### src/rtl/core/dia_pkg.sv
// Package for the dyadic integer ALU: widths, operation codes, cell payload type.
// No dependencies.
package dia_pkg;
  localparam int W = 32;
  localparam int CW = $clog2(W);
  localparam int STAGES = W;

  typedef enum logic [3:0] {
    OP_ADD = 4'd0, OP_AND = 4'd1, OP_NAND = 4'd2, OP_OR = 4'd3,
    OP_NOR = 4'd4, OP_XOR = 4'd5, OP_DIV = 4'd6, OP_MUL = 4'd7,
    OP_SHL = 4'd8, OP_SHR = 4'd9, OP_SUB = 4'd10, OP_LAND = 4'd11,
    OP_LEQ = 4'd12, OP_LGT = 4'd13, OP_LLT = 4'd14, OP_LOR = 4'd15
  } op_t;

  typedef struct packed {
    logic         vld;
    logic         is_div;
    logic         err;
    logic [W-1:0] quo;   // quotient bits being built, or finished result
    logic [W-1:0] rem;   // partial remainder
    logic [W-1:0] dvd;   // dividend bits still to shift in
    logic [W-1:0] dvs;   // divisor
  } cell_t;
endpackage

### src/rtl/core/dia_cell.sv
// One restoring-division cell: settles one quotient bit, passes the item on.
// Depends on dia_pkg.
module dia_cell (
  input  logic           clk,
  input  logic           rst_n,
  input  logic           en,
  input  dia_pkg::cell_t cell_i,
  output dia_pkg::cell_t cell_o
);
  import dia_pkg::*;

  cell_t cell_r, cell_nxt;
  logic [W:0] trial;
  logic [W:0] diff;

  assign trial = {cell_i.rem, cell_i.dvd[W-1]};
  assign diff  = trial - {1'b0, cell_i.dvs};

  always_comb begin
    cell_nxt = cell_i;
    if (cell_i.is_div) begin
      cell_nxt.dvd = cell_i.dvd << 1;
      if (!diff[W]) begin
        cell_nxt.rem = diff[W-1:0];
        cell_nxt.quo = {cell_i.quo[W-2:0], 1'b1};
      end else begin
        cell_nxt.rem = trial[W-1:0];
        cell_nxt.quo = {cell_i.quo[W-2:0], 1'b0};
      end
    end
  end

  always_ff @(posedge clk) begin
    if (!rst_n) begin
      cell_r.vld <= 1'b0;
    end else if (en) begin
      cell_r.vld <= cell_nxt.vld;
    end
    if (en) begin
      cell_r.is_div <= cell_nxt.is_div;
      cell_r.err    <= cell_nxt.err;
      cell_r.quo    <= cell_nxt.quo;
      cell_r.rem    <= cell_nxt.rem;
      cell_r.dvd    <= cell_nxt.dvd;
      cell_r.dvs    <= cell_nxt.dvs;
    end
  end

  assign cell_o = cell_r;
endmodule

### config.mk
export PLATFORM = sky130hd
export DESIGN_NAME = dia_cell
export DESIGN_NICKNAME = d
export VERILOG_FILES = /design/src/rtl/core/dia_pkg.sv /design/src/rtl/core/dia_cell.sv
export SDC_FILE = /design/constraint.sdc
export NUM_CORES = 1
export LEC_CHECK = 0
export BUFFER_PORTS_ARGS = -buffer_cell sky130_fd_sc_hd__buf_2
export CORE_MARGIN = 3
export CORE_UTILIZATION = 54
export CTS_CLUSTER_DIAMETER = 120
export CTS_CLUSTER_SIZE = 14
export DETAILED_ROUTE_END_ITERATION = 16
export GPL_TIMING_DRIVEN = 0
export PLACE_DENSITY = 0.86
export SYNTH_ARGS = -nofsm -noshare
export SYNTH_HDL_FRONTEND = slang
export SYNTH_SLANG_ARGS = --single-unit
### constraint.sdc
create_clock -name clk -period 7.49 [get_ports clk]
set_input_delay 1.1235 -clock clk [delete_from_list [all_inputs] [get_ports clk]]
set_output_delay 1.1235 -clock clk [all_outputs]
set_load 0.02 [all_outputs]
==> impl_metrics.ini <==
[min_path]
worstHoldPathType = flip-flop to flip-flop

[synth]
syn_area_mm2 = 0.00725
synth_cell_type_count = 57
syn-mean-instance-area_um2 = 12.1
synth-edff-count = 130
ys.flop_type = edfxtp_1
synthCells = 597
yosysWarnings = 0
syn_nets = 764
ys_async_sr_fraction = 0
yosysSeqAreaShare = 0.541
ys_ff_latch = 131

[finish]
fillers = 877
nets = 1048
largest_reg_flops = 131
drive_gt1_frac = 0.423
synthToLayoutAreaGrowth_pct = 30.0
final_cells = 1067

[clock_network]
clk_path_buf_depth = 2
numCtsBuffers = 17
cts_resized = 0
post-cts-setup-buffers = 0
clock_latency_ns = 0.41
hold_buffers = 0
clkTransAtPathRegs_ns = 0.06
cts-htree-levels = 4
clock_sinks = 131
cts_tree = yes
cts_root_buffer = clkbuf_16

[detailed_routing]
route.detailed.drc = 0
ant_nets = 0
dr.first_iter.drc_count = 463
num_vias = 5760
routed_wl_mm = 18.6
routed_via_density = 5.40
wire_per_inst_um = 17.4
dr.pass1.iters = 5

[floorplanning]
fp.dieH_um = 122
initial_utilization = 0.563
coreArea_mm2 = 0.0129
ios = 265
rows = 41
dieArea_mm2 = 0.0149
die_w_um = 122

[sta]
setup_viol = 0
hold_violations = 0
rsz0062_at_grt = false
fin_tns_setup_ns = 0
max_freq_ghz = 0.242
fin_worst_skew_ns = 0
tightest_slew_ns = 0.603
period_needed_ns = 4.13
fin_crit_sh = 0.552
slew-limit-headroom = 0.598
drv_slew = 0

[global_route]
grt_usage = 0.250
grt_pass1_wl_mm = 28.5
grt_pass1_vias = 5587
gr-usage-met3 = 0.0747
overflow = 0
grt_max_degree = 84
met2_usage = 0.449
antenna_found_initial = 6
busiest_layer = met2
met1_usage = 0.285

[placed_design]
dp.final_hpwl_mm = 14.3
place_congestion = 0.855
io_buffers = 264
dp.cells = 1034

[setup_path]
critPathLaunchType = primary input
reg2reg_setup_slack_ns = 6.88
critPathMaxFanout = 10
end_kind = flip-flop
crit_type = primary input to flip-flop
worstPathRequired_ns = 7.62
cp_data_arrival_time_ns = 4.26

[power]
ir_drop_mv = 0.156
power_density_mw_per_mm2 = 240
power_leakage_nw = 4.21

[run]
cap_violations = 0

[run_status]
status = finished clean
[area by class of cell]
cell class              instances  area, um2  area share
flip-flops and latches        131       3920       0.416
multi-input cells             392       3020       0.321
repair buffers                265       1360       0.144
clock buffers                  20        447      0.0474
well taps                     172        215      0.0228
inverters                      52        195      0.0207
clock inverters                12        156      0.0166
plain buffers                  22        109      0.0115
diodes                          1       2.50    0.000265
[routing by layer]
metal / share of wire / up-vias / routed length (um)
met5: 0.0034 / - / 63
met4: 0.018 / 10 / 335
met3: 0.086 / 36 / 1600
met2: 0.52 / 223 / 9610
met1: 0.38 / 2706 / 6970
li1: - / 2785 / -
[final timing paths]
check                   start           to  cells after the start
setup reg to reg  cell_o[130]  cell_o[130]                      2
hold / removal    cell_o[130]  cell_o[130]                      2
hold reg to reg   cell_o[130]  cell_o[130]                      2
setup / recovery    cell_i[0]   cell_o[88]                     14
[Yosys cell counts, drive strengths merged (5+ instances only)]
cell | count | share of area
xnor2 | 18 | 0.023
a21oi | 59 | 0.043
ha | 32 | 0.055
a21o | 10 | 0.010
and3 | 5 | 0.0043
mux2 | 64 | 0.10
nor2b | 5 | 0.0043
clkbuf | 18 | 0.0093
nand2b | 7 | 0.0060
o21ai | 21 | 0.014
xor2 | 7 | 0.0085
mux2i | 24 | 0.033
nand3 | 5 | 0.0035
inv | 52 | 0.027
edfxtp | 130 | 0.54
nand2 | 29 | 0.015
nor2 | 47 | 0.024
[logic make-up (layout without fill, tap and decap cells)]
family,Yosys count,count (layout),share of synthesized area
AO/OA/AOI/OAI,125,125,0.115
XOR/XNOR,25,25,0.0312
adder cells (fa/ha/maj),33,33,0.0580
buffers and inverters,74,371,0.0419
flip-flops,131,131,0.541
multiplexers,88,88,0.134
other,0,1,0
AND/OR/NAND/NOR,121,121,0.0787
[report_power, final]
part / internal, W / switching (W) / leakage [nW]
sequential: 0.000892 / 0.0000167 / 1.28
combinational: 0.000205 / 0.000307 / 2.64
clock: 0.000533 / 0.000306 / 0.283
[cell usage in the layout, fill, tap and decap left out, types with 4 or more instances in the layout]
cell type,Yosys,routed
nand3b_1,4,4
buf_6,3,4
nor2b_1,5,5
mux2_2,62,62
ha_1,32,32
clkbuf_16,0,17
mux2i_1,24,24
edfxtp_1,130,130
a21o_1,10,10
o221ai_1,4,4
inv_1,52,52
xor2_1,7,7
o21ai_0,19,19
nand4_1,4,4
nor3_1,4,4
nand2b_1,7,7
and3_1,5,5
nor2_1,47,47
buf_2,0,263
clkinvlp_4,0,4
a31oi_1,4,4
xnor2_1,17,17
a21oi_1,54,54
clkbuf_1,18,20
nand3_1,5,5
nand2_1,29,29
a21oi_2,5,5
[stage by stage]
step	hold slack [ns]	power [W]	setup slack [ns]	instance area, um2	utilization
floorplan	0.589	0.00125	3.54	7250	-
global placement	0.495	0.00142	2.95	8790	0.682
detailed placement	0.536	0.00143	2.95	8820	0.685
CTS	0.545	0.00227	3.37	9420	0.732
global route	0.589	0.00236	3.18	9420	0.732
finish	0.547	0.00226	3.36	9430	0.732
[worst max-delay path: stages]
cell and delay, ns:
buf_2 0.13, ha_1 0.23, fa_1 0.40, nand2b_1 0.19
a21oi_2 0.22, o2111ai_2 0.19, a311oi_2 0.42, o22a_2 0.31
a311oi_4 0.14, xnor2_2 0.20, buf_6 0.20, buf_6 0.19
mux2i_1 0.21, a21oi_1 0.09
Power figures use the tool's default switching activity.
