==> config.mk <==
export PLATFORM = sky130hd
export DESIGN_NAME = dia_front
export DESIGN_NICKNAME = d
export VERILOG_FILES = /design/src/rtl/core/dia_pkg.sv /design/src/rtl/core/dia_front.sv
export SDC_FILE = /design/constraint.sdc
export NUM_CORES = 2
export LEC_CHECK = 0
export BUFFER_PORTS_ARGS = -buffer_cell sky130_fd_sc_hd__buf_2
export CELL_PAD_IN_SITES_DETAIL_PLACEMENT = 1
export CELL_PAD_IN_SITES_GLOBAL_PLACEMENT = 1
export CORE_UTILIZATION = 35
export DETAILED_ROUTE_END_ITERATION = 8
export PLACE_DENSITY = 0.71
export SYNTH_ARGS = -nofsm -noshare
export SYNTH_HDL_FRONTEND = slang
export SYNTH_SLANG_ARGS = --single-unit
==> constraint.sdc <==
create_clock -name clk -period 14.5 [get_ports clk]
set_input_delay 3.625 -clock clk [delete_from_list [all_inputs] [get_ports clk]]
set_output_delay 3.625 -clock clk [all_outputs]
set_load 0.03 [all_outputs]
==> src/rtl/core/dia_pkg.sv <==
// Package for the dyadic integer ALU: widths, operation codes, cell payload type.
// No dependencies.
package dia_pkg;
  localparam int W = 32;
  localparam int CW = $clog2(W);
  localparam int STAGES = W;

  typedef enum logic [3:0] {
    OP_ADD = 4'd0, OP_AND = 4'd1, OP_NAND = 4'd2, OP_OR = 4'd3,
    OP_NOR = 4'd4, OP_XOR = 4'd5, OP_DIV = 4'd6, OP_MUL = 4'd7,
    OP_SHL = 4'd8, OP_SHR = 4'd9, OP_SUB = 4'd10, OP_LAND = 4'd11,
    OP_LEQ = 4'd12, OP_LGT = 4'd13, OP_LLT = 4'd14, OP_LOR = 4'd15
  } op_t;

  typedef struct packed {
    logic         vld;
    logic         is_div;
    logic         err;
    logic [W-1:0] quo;   // quotient bits being built, or finished result
    logic [W-1:0] rem;   // partial remainder
    logic [W-1:0] dvd;   // dividend bits still to shift in
    logic [W-1:0] dvs;   // divisor
  } cell_t;
endpackage

==> src/rtl/core/dia_front.sv <==
// Entry stage: decodes the op, computes non-divide results, loads the divide chain.
// Depends on dia_pkg.
module dia_front (
  input  logic                      clk,
  input  logic                      rst_n,
  input  logic                      en,
  input  logic                      in_vld,
  input  logic [3:0]                mode,
  input  logic [dia_pkg::W-1:0]     operand_a,
  input  logic [dia_pkg::W-1:0]     operand_b,
  output dia_pkg::cell_t            cell_o
);
  import dia_pkg::*;

  cell_t cell_r, cell_nxt;
  logic [W-1:0] prod;
  logic big;
  logic [W-1:0] ones;
  logic [W-1:0] res;

  assign prod = operand_a * operand_b;
  assign big  = |(operand_b >> CW);
  assign ones = {W{1'b1}};

  always_comb begin
    res = '0;
    unique case (op_t'(mode))
      OP_ADD:  res = operand_a + operand_b;
      OP_AND:  res = operand_a & operand_b;
      OP_NAND: res = ~(operand_a & operand_b);
      OP_OR:   res = operand_a | operand_b;
      OP_NOR:  res = ~(operand_a | operand_b);
      OP_XOR:  res = operand_a ^ operand_b;
      OP_DIV:  res = '0;
      OP_MUL:  res = prod;
      OP_SHL:  res = big ? '0 : operand_a << operand_b[CW-1:0];
      OP_SHR:  res = big ? '0 : operand_a >> operand_b[CW-1:0];
      OP_SUB:  res = operand_a - operand_b;
      OP_LAND: res = ((|operand_a) && (|operand_b)) ? ones : '0;
      OP_LEQ:  res = (operand_a == operand_b) ? ones : '0;
      OP_LGT:  res = (operand_a > operand_b) ? ones : '0;
      OP_LLT:  res = (operand_a < operand_b) ? ones : '0;
      OP_LOR:  res = ((|operand_a) || (|operand_b)) ? ones : '0;
      default: res = '0;
    endcase
    cell_nxt.vld    = in_vld;
    cell_nxt.is_div = (op_t'(mode) == OP_DIV) && (|operand_b);
    cell_nxt.err    = (op_t'(mode) == OP_DIV) && !(|operand_b);
    cell_nxt.quo    = res;
    cell_nxt.rem    = '0;
    cell_nxt.dvd    = operand_a;
    cell_nxt.dvs    = operand_b;
  end

  always_ff @(posedge clk) begin
    if (!rst_n) begin
      cell_r.vld <= 1'b0;
    end else if (en) begin
      cell_r.vld <= cell_nxt.vld;
    end
    if (en) begin
      cell_r.is_div <= cell_nxt.is_div;
      cell_r.err    <= cell_nxt.err;
      cell_r.quo    <= cell_nxt.quo;
      cell_r.rem    <= cell_nxt.rem;
      cell_r.dvd    <= cell_nxt.dvd;
      cell_r.dvs    <= cell_nxt.dvs;
    end
  end

  assign cell_o = cell_r;
endmodule

==> out/results.ini <==
[setup_path]
cpMostUsedCell=fa_1
crit_start=operand_a[5]
critPathMaxFanout=21
critical_path_arrival_ns=12.16
critPathCaptureType=register
rr_worst_depth=2
cp-start-kind=input port
crit_required_ns=14.66
reg2reg_from=cell_o[130]
cpPeakStageDelay_ns=1.01
path_class=input port to register
critPathSlowestCell=clkinv_1
path_cells=buf_2 > clkinv_1 > nor2_1 > fa_1 > fa_1 > fa_1 > inv_1 > fa_1 > inv_1 > ha_1 > ha_1 > fa_1 > fa_1 > ha_1 > a211o_1 > a211oi_1 > o21bai_1 > a21o_1 > a21oi_1 > nor2_1 > o311ai_0 > mux2i_1 > nand4_1
rrSetupSlack_ns=13.89

[detailed_routing]
vias=25900
drtIter0Drc=2920
drc=0
routedWlPerCell_um=29.7
firstDrtPassIters=8
drt-total-wl_mm=128
antenna_left=0
post_drt_via_cell_ratio=5.97

[logic_synthesis]
synthCells=3253
synth_edf_count=98
synthesis.area_mm2=0.0276
async_reset_ff_share_pct=0
synth_seq_area_share_pct=10.8
netlist.area_leader.share_pct=29.8
ys_warn_count=0
synth_cell_types=97
synth.avg_cell_area_um2=8.47
synth_top_area_cell=fa_1
yosys-top-cells-area=fa_1, edfxtp_1, ha_1
ys_seq_elements=99
synth_ff_type=edfxtp_1

[timing]
setup_ws_ns=2.50
worst_slew_pin_slew_ns=1.34
hold_ws_ns=0.541
hold_violations=0
fin_skew_ns=0
slew_headroom_pct=10.5
drv_slew=0
setup_viol=0
tns_ns=0
fmax_mhz=83.3
min_period_over_period_pct=82.8
rsz0062_at_grt=no
fin_crit_ns=12.00

[placed_design]
gp_congestion=1.02
dpl.hpwl_mm=98.0
place_ws_ns=2.33
portBuffers=170

[finish]
area_growth_pct=7.05
nFillCells=9298
largest_reg_flops=99
final_nets=3987
multi_input_area_mm2=0.0219
final_core_util_pct=38.0
drive_gt1_share_pct=10.5
final-seq-area_mm2=0.00296

[global_route]
grt.total_usage_pct=32.6
grt_max_degree=63
grt_pass1_wl_mm=187
grt_pass1_vias=27000
grt_overflow=0
grt_antenna_before_repair=9

[die]
die_h_um=283
ios=203
die_area_mm2=0.0799
core.rowCount=102
fp.dieW_um=283
core-area_mm2=0.0777
initial_core_util_pct=35.5

[clock_network]
tritoncts=done
clkTransAtPathRegs_ns=0.10
clk-insertion-delay-late_ns=0.41
post_cts_resized=0
cts_buffers=9
htreeDepth=3
cts_setup_buffers=0
clock_path_buffers=2
clockRootBuffer=clkbuf_16
clkSinkCount=99
holdBufCountCts=0

[worst_hold_path]
min_path_type=register to register
min_from=cell_o[130]
holdPathStages=2

[outcome]
status=finished, final reports clean

[run]
cap_violations=0

-- layout by cell type (no fill, tap or decap), types with 86 or more instances in the layout --
cell / count
nor2_1: 490
a21oi_1: 175
xnor2_1: 86
buf_2: 168
nand2_1: 298
inv_1: 458
o21ai_0: 89
edfxtp_1: 98
ha_1: 220
fa_1: 410
-- per-stage QoR --
step                      std cells  area, µm²
after global routing           4330      29500
after CTS                      4330      29500
after global placement         4314      29200
after floorplan                3284      27700
final                          4333      29500
after detailed placement       4314      29200
-- cells in the mapped netlist, types with 25 or more instances --
cell type and n:
nor2_1 491, inv_1 459, fa_1 410, nand2_1 298, ha_1 220, a21oi_1 175, clkbuf_1 138, edfxtp_1 98
o21ai_0 89, xnor2_1 86, mux2i_1 73, a211oi_1 43, nor3_1 42, buf_4 39, buf_1 36, mux2_2 33
nand3_1 32, o211ai_1 28, mux4_2 27, nor4_1 27, xor2_1 25
-- cells by family (layout without fill, tap and decap cells) --
group	count (synthesis)	in the layout	share of synthesized area (%)
AO/OA/AOI/OAI	550	550	13.3
XOR/XNOR	111	111	3.53
adder cells (fa/ha/maj)	631	631	39.8
buffers and inverters	704	710	10.3
flip-flops	99	99	10.8
multiplexers	133	133	6.21
other	1	35	0.0136
AND/OR/NAND/NOR	1024	1024	16.0
-- path summary, 6_finish.rpt --
kind	endpoint
worst max-delay path	cell_o[126]
worst min-delay path	cell_o[130]
worst max register to register	cell_o[130]
worst min register to register	cell_o[130]
-- routing by layer --
layer,routed length [µm],GRT usage [%],part of all wire (%)
met2,56000,49.6,44
met4,8580,18.9,6.7
met3,13700,6.72,11
met1,50300,42.9,39
met5,13,0,0.010
-- critical path: cells and delay by family --
family / cells / cell delay [ns]
AND/OR/NAND/NOR: 3 / 0.70
multiplexers: 1 / 0.26
AO/OA/AOI/OAI: 6 / 2.15
buffers and inverters: 4 / 1.72
adder cells (fa/ha/maj): 9 / 3.68
-- cell type report --
class                           count  area share, %
Sequential cell                    99           10.0
Timing Repair Buffer              220           4.17
Multi-Input combinational cell   2481           74.3
Inverter                          474           6.03
Clock inverter                      7          0.259
Antenna cell                        3         0.0255
Clock buffer                        9          0.764
Tap cell                         1040           4.41
Power is not shown: default switching activity piles up to over one toggle a cycle in this logic, so the estimate is an artifact.
